File: config.mk
export PLATFORM = sky130hd
export DESIGN_NAME = key_matrix_debounce_top
export DESIGN_NICKNAME = d
export VERILOG_FILES = /design/src/rtl/kmd_pkg.sv /design/src/rtl/kmd_ram.sv /design/src/rtl/kmd_front.sv /design/src/rtl/kmd_back.sv /design/src/rtl/key_matrix_debounce_top.sv
export SDC_FILE = /design/constraint.sdc
export NUM_CORES = 2
export LEC_CHECK = 0
export BUFFER_PORTS_ARGS = -buffer_cell sky130_fd_sc_hd__buf_4
export CORE_MARGIN = 8
export CORE_UTILIZATION = 50
export DETAILED_ROUTE_END_ITERATION = 12
export GPL_TIMING_DRIVEN = 0
export PLACE_DENSITY = 0.77
export SLEW_MARGIN = 25
export SYNTH_ARGS = -nofsm -noshare
export SYNTH_HDL_FRONTEND = slang
export SYNTH_SLANG_ARGS = --single-unit
File: constraint.sdc
create_clock -name clock -period 15.57 [get_ports clock]
set_input_delay 3.114 -clock clock [delete_from_list [all_inputs] [get_ports clock]]
set_output_delay 3.114 -clock clock [all_outputs]
set_load 0.1 [all_outputs]
File: src/rtl/kmd_pkg.sv
// Shared types and constants for the key matrix debouncer.
// Used by every module of the block but kmd_ram; depends on nothing else.
`timescale 1ns / 1ps

package kmd_pkg;

   localparam int ROWS      = 8;
   localparam int COLS      = 16;
   localparam int KEYS      = ROWS * COLS;
   localparam int KEY_W     = (KEYS > 1) ? $clog2(KEYS) : 1;
   localparam int ROW_SEL_W = (ROWS > 1) ? $clog2(ROWS) : 1;

   localparam int ROW_W     = 3;
   localparam int COL_W     = 4;
   localparam int BITS_W    = 16;
   localparam int HIST_W    = 8;
   localparam int CFG_W     = 8;
   localparam int CSR_IDX_W = 2;

   localparam logic [CSR_IDX_W-1:0] CSR_DOWN_THRESHOLD = 2'd0;
   localparam logic [CSR_IDX_W-1:0] CSR_UP_THRESHOLD   = 2'd1;
   localparam logic [CSR_IDX_W-1:0] CSR_HOLDOFF_DELAY  = 2'd2;

   localparam logic [CFG_W-1:0] DOWN_THRESHOLD_RESET = 8'd224;
   localparam logic [CFG_W-1:0] UP_THRESHOLD_RESET   = 8'd8;
   localparam logic [CFG_W-1:0] HOLDOFF_DELAY_RESET  = 8'd5;

   typedef struct packed {
      logic [CFG_W-1:0] down_threshold;
      logic [CFG_W-1:0] up_threshold;
      logic [CFG_W-1:0] holdoff_delay;
   } cfg_type;

   typedef struct packed {
      logic [KEY_W-1:0]     key;
      logic [ROW_SEL_W-1:0] row;
      logic [COL_W-1:0]     col;
      logic                 level;
      logic                 in_range;
   } item_type;

   typedef struct packed {
      logic [HIST_W-1:0] history;
      logic [HIST_W-1:0] holdoff;
   } key_state_type;

   localparam int KEY_STATE_W = $bits(key_state_type);

   typedef struct packed {
      logic              key_down;
      logic              key_changed;
      logic [BITS_W-1:0] row_bits;
      logic              row_active;
   } result_type;

endpackage

File: src/rtl/kmd_ram.sv
// Generic single-write, single-read RAM with a registered read port.
// Stands alone; holds no reset.
`timescale 1ns / 1ps

module kmd_ram #(
   parameter int WIDTH = 8,
   parameter int DEPTH = 16
) (
   input  logic                                   clock,
   input  logic                                   wr_en,
   input  logic [((DEPTH > 1) ? $clog2(DEPTH) : 1)-1:0] wr_addr,
   input  logic [WIDTH-1:0]                       wr_data,
   input  logic                                   rd_en,
   input  logic [((DEPTH > 1) ? $clog2(DEPTH) : 1)-1:0] rd_addr,
   output logic [WIDTH-1:0]                       rd_data
);

   logic [WIDTH-1:0] mem_ff [DEPTH];
   logic [WIDTH-1:0] rd_data_ff;

   always_ff @(posedge clock) begin
      if (wr_en) begin
         mem_ff[wr_addr] <= wr_data;
      end
      if (rd_en) begin
         rd_data_ff <= mem_ff[rd_addr];
      end
   end

   assign rd_data = rd_data_ff;

endmodule

File: src/rtl/kmd_front.sv
// Front end: accepts raw key samples, classifies them and queues them.
// Depends on kmd_pkg.
`timescale 1ns / 1ps

module kmd_front import kmd_pkg::*; (
   input  logic             clock,
   input  logic             reset,
   input  logic             req_valid,
   output logic             req_ready,
   input  logic [ROW_W-1:0] req_row_index,
   input  logic [COL_W-1:0] req_col_index,
   input  logic             req_pressed,
   output logic             item_valid,
   output item_type         item,
   input  logic             item_pop
);

   item_type   q_ff [2];
   item_type   entry_in;
   logic       wr_ptr_ff, wr_ptr_in;
   logic       rd_ptr_ff, rd_ptr_in;
   logic [1:0] cnt_ff, cnt_in;
   logic       push;
   logic       pop;

   assign req_ready  = (cnt_ff != 2'd2);
   assign push       = req_valid && req_ready;
   assign item_valid = (cnt_ff != 2'd0);
   assign pop        = item_pop && item_valid;
   assign item       = q_ff[rd_ptr_ff];

   always_comb begin
      entry_in.in_range = (int'(req_row_index) < ROWS) && (int'(req_col_index) < COLS);
      entry_in.key      = KEY_W'(int'(req_row_index) * COLS + int'(req_col_index));
      entry_in.row      = ROW_SEL_W'(req_row_index);
      entry_in.col      = req_col_index;
      entry_in.level    = req_pressed;
      wr_ptr_in         = push ? ~wr_ptr_ff : wr_ptr_ff;
      rd_ptr_in         = pop ? ~rd_ptr_ff : rd_ptr_ff;
      cnt_in            = cnt_ff + {1'b0, push} - {1'b0, pop};
   end

   always_ff @(posedge clock) begin
      if (reset) begin
         wr_ptr_ff <= 1'b0;
         rd_ptr_ff <= 1'b0;
         cnt_ff    <= 2'd0;
      end else begin
         wr_ptr_ff <= wr_ptr_in;
         rd_ptr_ff <= rd_ptr_in;
         cnt_ff    <= cnt_in;
      end
      if (push) begin
         q_ff[wr_ptr_ff] <= entry_in;
      end
   end

endmodule

File: src/rtl/kmd_back.sv
// Back end: per-key read-modify-write of history and hold-off with forwarding,
// row bitmap update and the result queue. Depends on kmd_pkg and kmd_ram.
`timescale 1ns / 1ps

module kmd_back import kmd_pkg::*; (
   input  logic              clock,
   input  logic              reset,
   input  cfg_type           cfg,
   input  logic              item_valid,
   input  item_type          item,
   output logic              item_pop,
   output logic              rsp_valid,
   input  logic              rsp_ready,
   output logic              rsp_key_down,
   output logic              rsp_key_changed,
   output logic [BITS_W-1:0] rsp_row_bits,
   output logic              rsp_row_active
);

   logic               issue;
   logic               room;
   logic               fwd_hit;

   logic               b_valid_ff, b_valid_in;
   item_type           b_item_ff;
   logic               b_fwd_ff;
   key_state_type      b_fwd_data_ff;
   logic               b_known_ff;
   logic [KEYS-1:0]    key_known_ff;
   logic [BITS_W-1:0]  row_state_ff [ROWS];

   logic [KEY_STATE_W-1:0] ram_rdata;
   key_state_type      cur;
   key_state_type      b_new;
   logic               b_write;
   logic [BITS_W-1:0]  row_prior;
   logic [BITS_W-1:0]  row_bits_in;
   logic [HIST_W-1:0]  hist;
   result_type         result;

   result_type         out_q_ff [2];
   logic               out_wr_ptr_ff, out_wr_ptr_in;
   logic               out_rd_ptr_ff, out_rd_ptr_in;
   logic [1:0]         out_cnt_ff, out_cnt_in;
   logic               out_push;
   logic               out_pop;

   kmd_ram #(
      .WIDTH (KEY_STATE_W),
      .DEPTH (KEYS)
   ) u_state_ram (
      .clock   (clock),
      .wr_en   (b_write),
      .wr_addr (b_item_ff.key),
      .wr_data (b_new),
      .rd_en   (issue),
      .rd_addr (item.key),
      .rd_data (ram_rdata)
   );

   assign out_push = b_valid_ff;
   assign out_pop  = rsp_valid && rsp_ready;
   assign room     = (3'({1'b0, out_cnt_ff}) + 3'({2'b0, b_valid_ff}))
                     < (3'd2 + 3'({2'b0, out_pop}));
   assign issue    = item_valid && room;
   assign item_pop = issue;
   assign b_valid_in = issue;
   assign b_write  = b_valid_ff && b_item_ff.in_range;
   assign fwd_hit  = b_write && (b_item_ff.key == item.key);

   always_comb begin
      if (b_fwd_ff) begin
         cur = b_fwd_data_ff;
      end else if (b_known_ff) begin
         cur = key_state_type'(ram_rdata);
      end else begin
         cur = '0;
      end
      hist        = {b_item_ff.level, cur.history[HIST_W-1:1]};
      row_prior   = row_state_ff[b_item_ff.row];
      row_bits_in = row_prior;
      b_new.history = hist;
      b_new.holdoff = cur.holdoff;
      if ((cur.holdoff != '0) && !row_prior[b_item_ff.col]) begin
         b_new.holdoff = cur.holdoff - 1'b1;
      end else if (hist > cfg.down_threshold) begin
         row_bits_in[b_item_ff.col] = 1'b1;
         b_new.holdoff = cfg.holdoff_delay;
      end else if (hist < cfg.up_threshold) begin
         row_bits_in[b_item_ff.col] = 1'b0;
      end
      if (b_item_ff.in_range) begin
         result.key_down    = row_bits_in[b_item_ff.col];
         result.key_changed = row_bits_in[b_item_ff.col] ^ row_prior[b_item_ff.col];
         result.row_bits    = row_bits_in;
         result.row_active  = (row_bits_in != '0);
      end else begin
         result = '0;
      end
      out_wr_ptr_in = out_push ? ~out_wr_ptr_ff : out_wr_ptr_ff;
      out_rd_ptr_in = out_pop ? ~out_rd_ptr_ff : out_rd_ptr_ff;
      out_cnt_in    = out_cnt_ff + {1'b0, out_push} - {1'b0, out_pop};
   end

   always_ff @(posedge clock) begin
      if (reset) begin
         b_valid_ff    <= 1'b0;
         key_known_ff  <= '0;
         out_wr_ptr_ff <= 1'b0;
         out_rd_ptr_ff <= 1'b0;
         out_cnt_ff    <= 2'd0;
         for (int i = 0; i < ROWS; i++) begin
            row_state_ff[i] <= '0;
         end
      end else begin
         b_valid_ff    <= b_valid_in;
         out_wr_ptr_ff <= out_wr_ptr_in;
         out_rd_ptr_ff <= out_rd_ptr_in;
         out_cnt_ff    <= out_cnt_in;
         if (b_write) begin
            key_known_ff[b_item_ff.key] <= 1'b1;
            row_state_ff[b_item_ff.row] <= row_bits_in;
         end
      end
      if (issue) begin
         b_item_ff     <= item;
         b_fwd_ff      <= fwd_hit;
         b_fwd_data_ff <= b_new;
         b_known_ff    <= key_known_ff[item.key];
      end
      if (out_push) begin
         out_q_ff[out_wr_ptr_ff] <= result;
      end
   end

   assign rsp_valid       = (out_cnt_ff != 2'd0);
   assign rsp_key_down    = out_q_ff[out_rd_ptr_ff].key_down;
   assign rsp_key_changed = out_q_ff[out_rd_ptr_ff].key_changed;
   assign rsp_row_bits    = out_q_ff[out_rd_ptr_ff].row_bits;
   assign rsp_row_active  = out_q_ff[out_rd_ptr_ff].row_active;

endmodule

File: src/rtl/key_matrix_debounce_top.sv
// Key matrix debouncer top level: configuration registers, front end and back end.
// A sample passes the front-end queue, the back-end stage register and the result queue.
// Throughput: one sample per cycle while the result queue has room (state RAM forwarding).
// Reset is synchronous and active high: it empties both queues, clears the row bitmaps
// and per-key valid bits at once, and restores the register defaults; no clearing pass.
`timescale 1ns / 1ps

module key_matrix_debounce_top import kmd_pkg::*; (
   input  logic                 clock,
   input  logic                 reset,
   input  logic                 req_valid,
   output logic                 req_ready,
   input  logic [ROW_W-1:0]     req_row_index,
   input  logic [COL_W-1:0]     req_col_index,
   input  logic                 req_pressed,
   output logic                 rsp_valid,
   input  logic                 rsp_ready,
   output logic                 rsp_key_down,
   output logic                 rsp_key_changed,
   output logic [BITS_W-1:0]    rsp_row_bits,
   output logic                 rsp_row_active,
   input  logic                 csr_write_enable,
   input  logic [CSR_IDX_W-1:0] csr_index,
   input  logic [CFG_W-1:0]     csr_wdata
);

   cfg_type  cfg_ff, cfg_in;
   logic     item_valid;
   item_type item;
   logic     item_pop;

   always_comb begin
      cfg_in = cfg_ff;
      if (csr_write_enable) begin
         case (csr_index)
            CSR_DOWN_THRESHOLD: cfg_in.down_threshold = csr_wdata;
            CSR_UP_THRESHOLD:   cfg_in.up_threshold   = csr_wdata;
            CSR_HOLDOFF_DELAY:  cfg_in.holdoff_delay  = csr_wdata;
            default: begin
               cfg_in = cfg_ff;
            end
         endcase
      end
   end

   always_ff @(posedge clock) begin
      if (reset) begin
         cfg_ff.down_threshold <= DOWN_THRESHOLD_RESET;
         cfg_ff.up_threshold   <= UP_THRESHOLD_RESET;
         cfg_ff.holdoff_delay  <= HOLDOFF_DELAY_RESET;
      end else begin
         cfg_ff <= cfg_in;
      end
   end

   kmd_front u_front (
      .clock         (clock),
      .reset         (reset),
      .req_valid     (req_valid),
      .req_ready     (req_ready),
      .req_row_index (req_row_index),
      .req_col_index (req_col_index),
      .req_pressed   (req_pressed),
      .item_valid    (item_valid),
      .item          (item),
      .item_pop      (item_pop)
   );

   kmd_back u_back (
      .clock           (clock),
      .reset           (reset),
      .cfg             (cfg_ff),
      .item_valid      (item_valid),
      .item            (item),
      .item_pop        (item_pop),
      .rsp_valid       (rsp_valid),
      .rsp_ready       (rsp_ready),
      .rsp_key_down    (rsp_key_down),
      .rsp_key_changed (rsp_key_changed),
      .rsp_row_bits    (rsp_row_bits),
      .rsp_row_active  (rsp_row_active)
   );

endmodule

==> results.md <==
* DP HPWL at 211000 µm
* Mean Syn Cell Area at 12.3 µm²
* Data arrival, critical path at 7.13 ns
* Seq/Total Area, Yosys at 72.6%
* Worst Setup End Kind: flop
* Max Cap Viol at 0
* Final-report max-slew violation count at 0
* CTS tree: done
* Count leader, synth: nand2_1
* H-tree level count at 4
* CTS Root Cell: clkbuf_16
* CORE AREA at 0.185 mm²
* Clk slew on worst S/H paths at 0.06 ns
* Die width at 448 µm
* Critical Path Max Stage Delay at 1.07 ns
* I/O Buffers at 43
* Initial DRC count at 11600
* Max stage delay cell, worst path: o311ai_0
* CTS resizes at 0
* Remaining DRCs at 0
* Syn_nets at 7645
* Detailed Routing Iterations Pass 1 at 9
* Die Height at 448 µm
* Post-synth top area cell: edfxtp_1
* Vias per cell at 6.33
* FMAX at 0.151 GHz
* Synth Flop Type: edfxtp_1
* Setup violations, final at 0
* Post-CTS Hold Buffers at 0
* Synth top area cells: edfxtp_1 (69%), nand2_1 (8.7%), nand3_1 (5.6%)
* Critical path peak fanout at 10
* Clock Sinks at 2308
* Netlist Area Pre-Place at 0.0932 mm²
* YS warnings at 0
* Synth Register Bits at 2308
* Post-synth top cells: nand2_1 (2164), edfxtp_1 (2142), nand3_1 (1039)
* Clk_lat worst skew at 0.90 ns
* Synthesis-to-layout area growth at 14.3%
* Die ar. at 0.200 mm²
* Unrepaired setup endpoints after global routing: no
* Final wirelength at 300000 µm
* TNS Setup at 0 ns
* Status: finished clean
* Vias in the first global route at 63400
* Post-layout min period at 6.64 ns
* GPL Wtd Cong at 0.977
* Placed Cells at 10200
* Total number of vias at 67300
* Hold path start: u_back.key_known_ff[35]
* PD cells at 231 mW/mm²
* Row cnt at 158
* Initial antenna violation count at 11
* Worst setup path class: flop to flop
* Post-synth EDFFs at 2142
* Worst-Margin Slew at 1.25 ns
* All-Layer GR Usage at 29.0%
* I/O pins at 44
* Data required, critical path at 16.06 ns
* Grt ovf at 0
* Cell count after synthesis at 7600
* Critical path startpoint category: flop
* Period utilisation layout at 42.6%
* Largest net degree at the start of global routing at 59
* Routed len/inst at 28.2 µm
* Post-route ant nets at 0
* Relative slew slack at 16.6%
* Ys async rst share at 0%
* Final Core Density at 57.5%
* CP cell instances: clkbuf_2, mux2i_4, clkbuf_1, clkbuf_2, clkbuf_1, nand3_1, a311oi_1, a311oi_1, o311ai_0, o21ai_0
* Non-Filler Instances at 10600
* Static Leak at 36.5 nW
* Crit path buf inv count at 4
* Final hold vios at 0
* Layout cells sized above 1 at 9.24%
* CTS buffer count at 219
* CTS Buffer Depth at 3
* Max rail drop VDD at 0.268 mV
* Top cell type's share of synthesized area at 69.0%
* Fin nets at 8011
* Final Skew at 0.0564 ns
* Number of setup buffers added after CTS at 0
* Hold Path Class: flop to flop
* First-pass GRT wire length at 427000 µm
* Initial Utilization at 50.3%
* Top delay family on crit path: buffers and inverters
* Cell variety after synth at 69
* Filler cell count at 14200
layout make-up:
cell class	instances	area, µm²	share of cell area [%]
Sequential cell	2308	67600	63.5
Multi-Input combinational cell	4723	23900	22.4
Clock buffer	305	6220	5.84
Tap cell	2480	3100	2.91
Timing Repair Buffer	145	2550	2.39
Buffer	522	2060	1.94
Clock inverter	101	838	0.787
Inverter	47	176	0.166
Antenna cell	6	15.0	0.0141
tightest hold or removal path, stage by stage (launching register included):
cell     delay, ns
dfxtp_1       0.32
nor2_1        0.05
nor2_1        0.07
cell usage in the layout (no fill, tap or decap), types with 9 or more instances in the layout:
cell type   Yosys  routed
bufinv_16       0      10
a22oi_1        17      17
nor2_1        541     410
buf_8           0      16
mux4_2          9       9
inv_1          42      41
and3_1        134     134
o21ai_0        40      35
buf_6           3      22
o31ai_1        16      16
mux2i_1        70      63
a31oi_1        36      36
clkbuf_1      460     472
buf_2          11      12
nor2_2          0     131
nand4_1        14      14
clkinvlp_4      0      13
clkinv_1        2      26
a21oi_1        48      47
nor2b_1        47      46
o311ai_0       16      12
dfxtp_1       166     166
xnor2_1        10      10
clkinv_2        0      44
nand2b_1       13      13
a311oi_1      352     352
buf_16          0      59
mux2_2         25      25
buf_1          43      41
clkbuf_16       0     223
nand3_1      1039    1037
buf_4           5      49
clkbuf_2        0      38
nand2_1      2164    2163
clkbuf_8        0      33
ha_1           22      22
edfxtp_1     2142    2142
power breakdown:
part           switching [mW]  internal, mW  total, mW
registers              0.0864          8.91       8.99
logic                    7.59          2.78       10.4
clock network            2.33          2.95       5.28
cell families after synthesis:
logic type | share of synthesized area [%]
AO/OA/AOI/OAI | 5.20
XOR/XNOR | 0.169
adder cells (fa/ha/maj) | 0.295
buffers and inverters | 2.35
flip-flops | 72.6
multiplexers | 1.27
AND/OR/NAND/NOR | 18.1
metrics by stage:
step	hold WS (ns)	power (mW)	setup WS [ns]	cell area, µm²
floorplan	0.435	13.9	1.47	93200
global placement	0.448	17.1	-17.95	96600
detailed placement	0.457	19.0	9.30	99400
CTS	0.471	24.2	9.23	106000
global route	0.496	25.0	9.10	106000
finish	0.472	24.6	8.93	106000
sequential cells by signal, indices dropped and copies added, names as in the netlist, named ones only:
signal,cells
u_back.out_q_ff,38
u_back.b_fwd_ff,1
u_front.wr_ptr_ff,1
u_back.u_state_ram.mem_ff,1920
cfg_ff,24
u_back.row_state_ff,128
u_back.b_item_ff,8
u_front.rd_ptr_ff,1
u_back.b_fwd_data_ff,15
u_back.b_known_ff,1
u_back.b_valid_ff,1
u_back.out_rd_ptr_ff,1
u_front.cnt_ff,2
u_back.u_state_ram.rd_data,15
u_back.out_cnt_ff,2
u_front.q_ff,16
u_back.key_known_ff,128
u_back.out_wr_ptr_ff,1
layer usage:
metal | vias to the layer above | track usage [%] | share of wire, %
met5 | - | 0 | 0.013
met1 | 32700 | 37.6 | 35
met2 | 5260 | 44.0 | 44
met3 | 1007 | 7.18 | 14
met4 | 6 | 18.3 | 7.8
li1 | 28400 | - | -
final timing paths:
check / end / slack [ns] / depth (start not counted)
worst max-delay path: u_back.u_state_ram.rd_data[4] / 8.93 / 10
worst min-delay path: u_back.key_known_ff[35] / 0.47 / 2
worst max register to register: u_back.u_state_ram.rd_data[4] / 8.93 / 10
worst min register to register: u_back.key_known_ff[35] / 0.47 / 2
(Power assumes the default switching activity.)
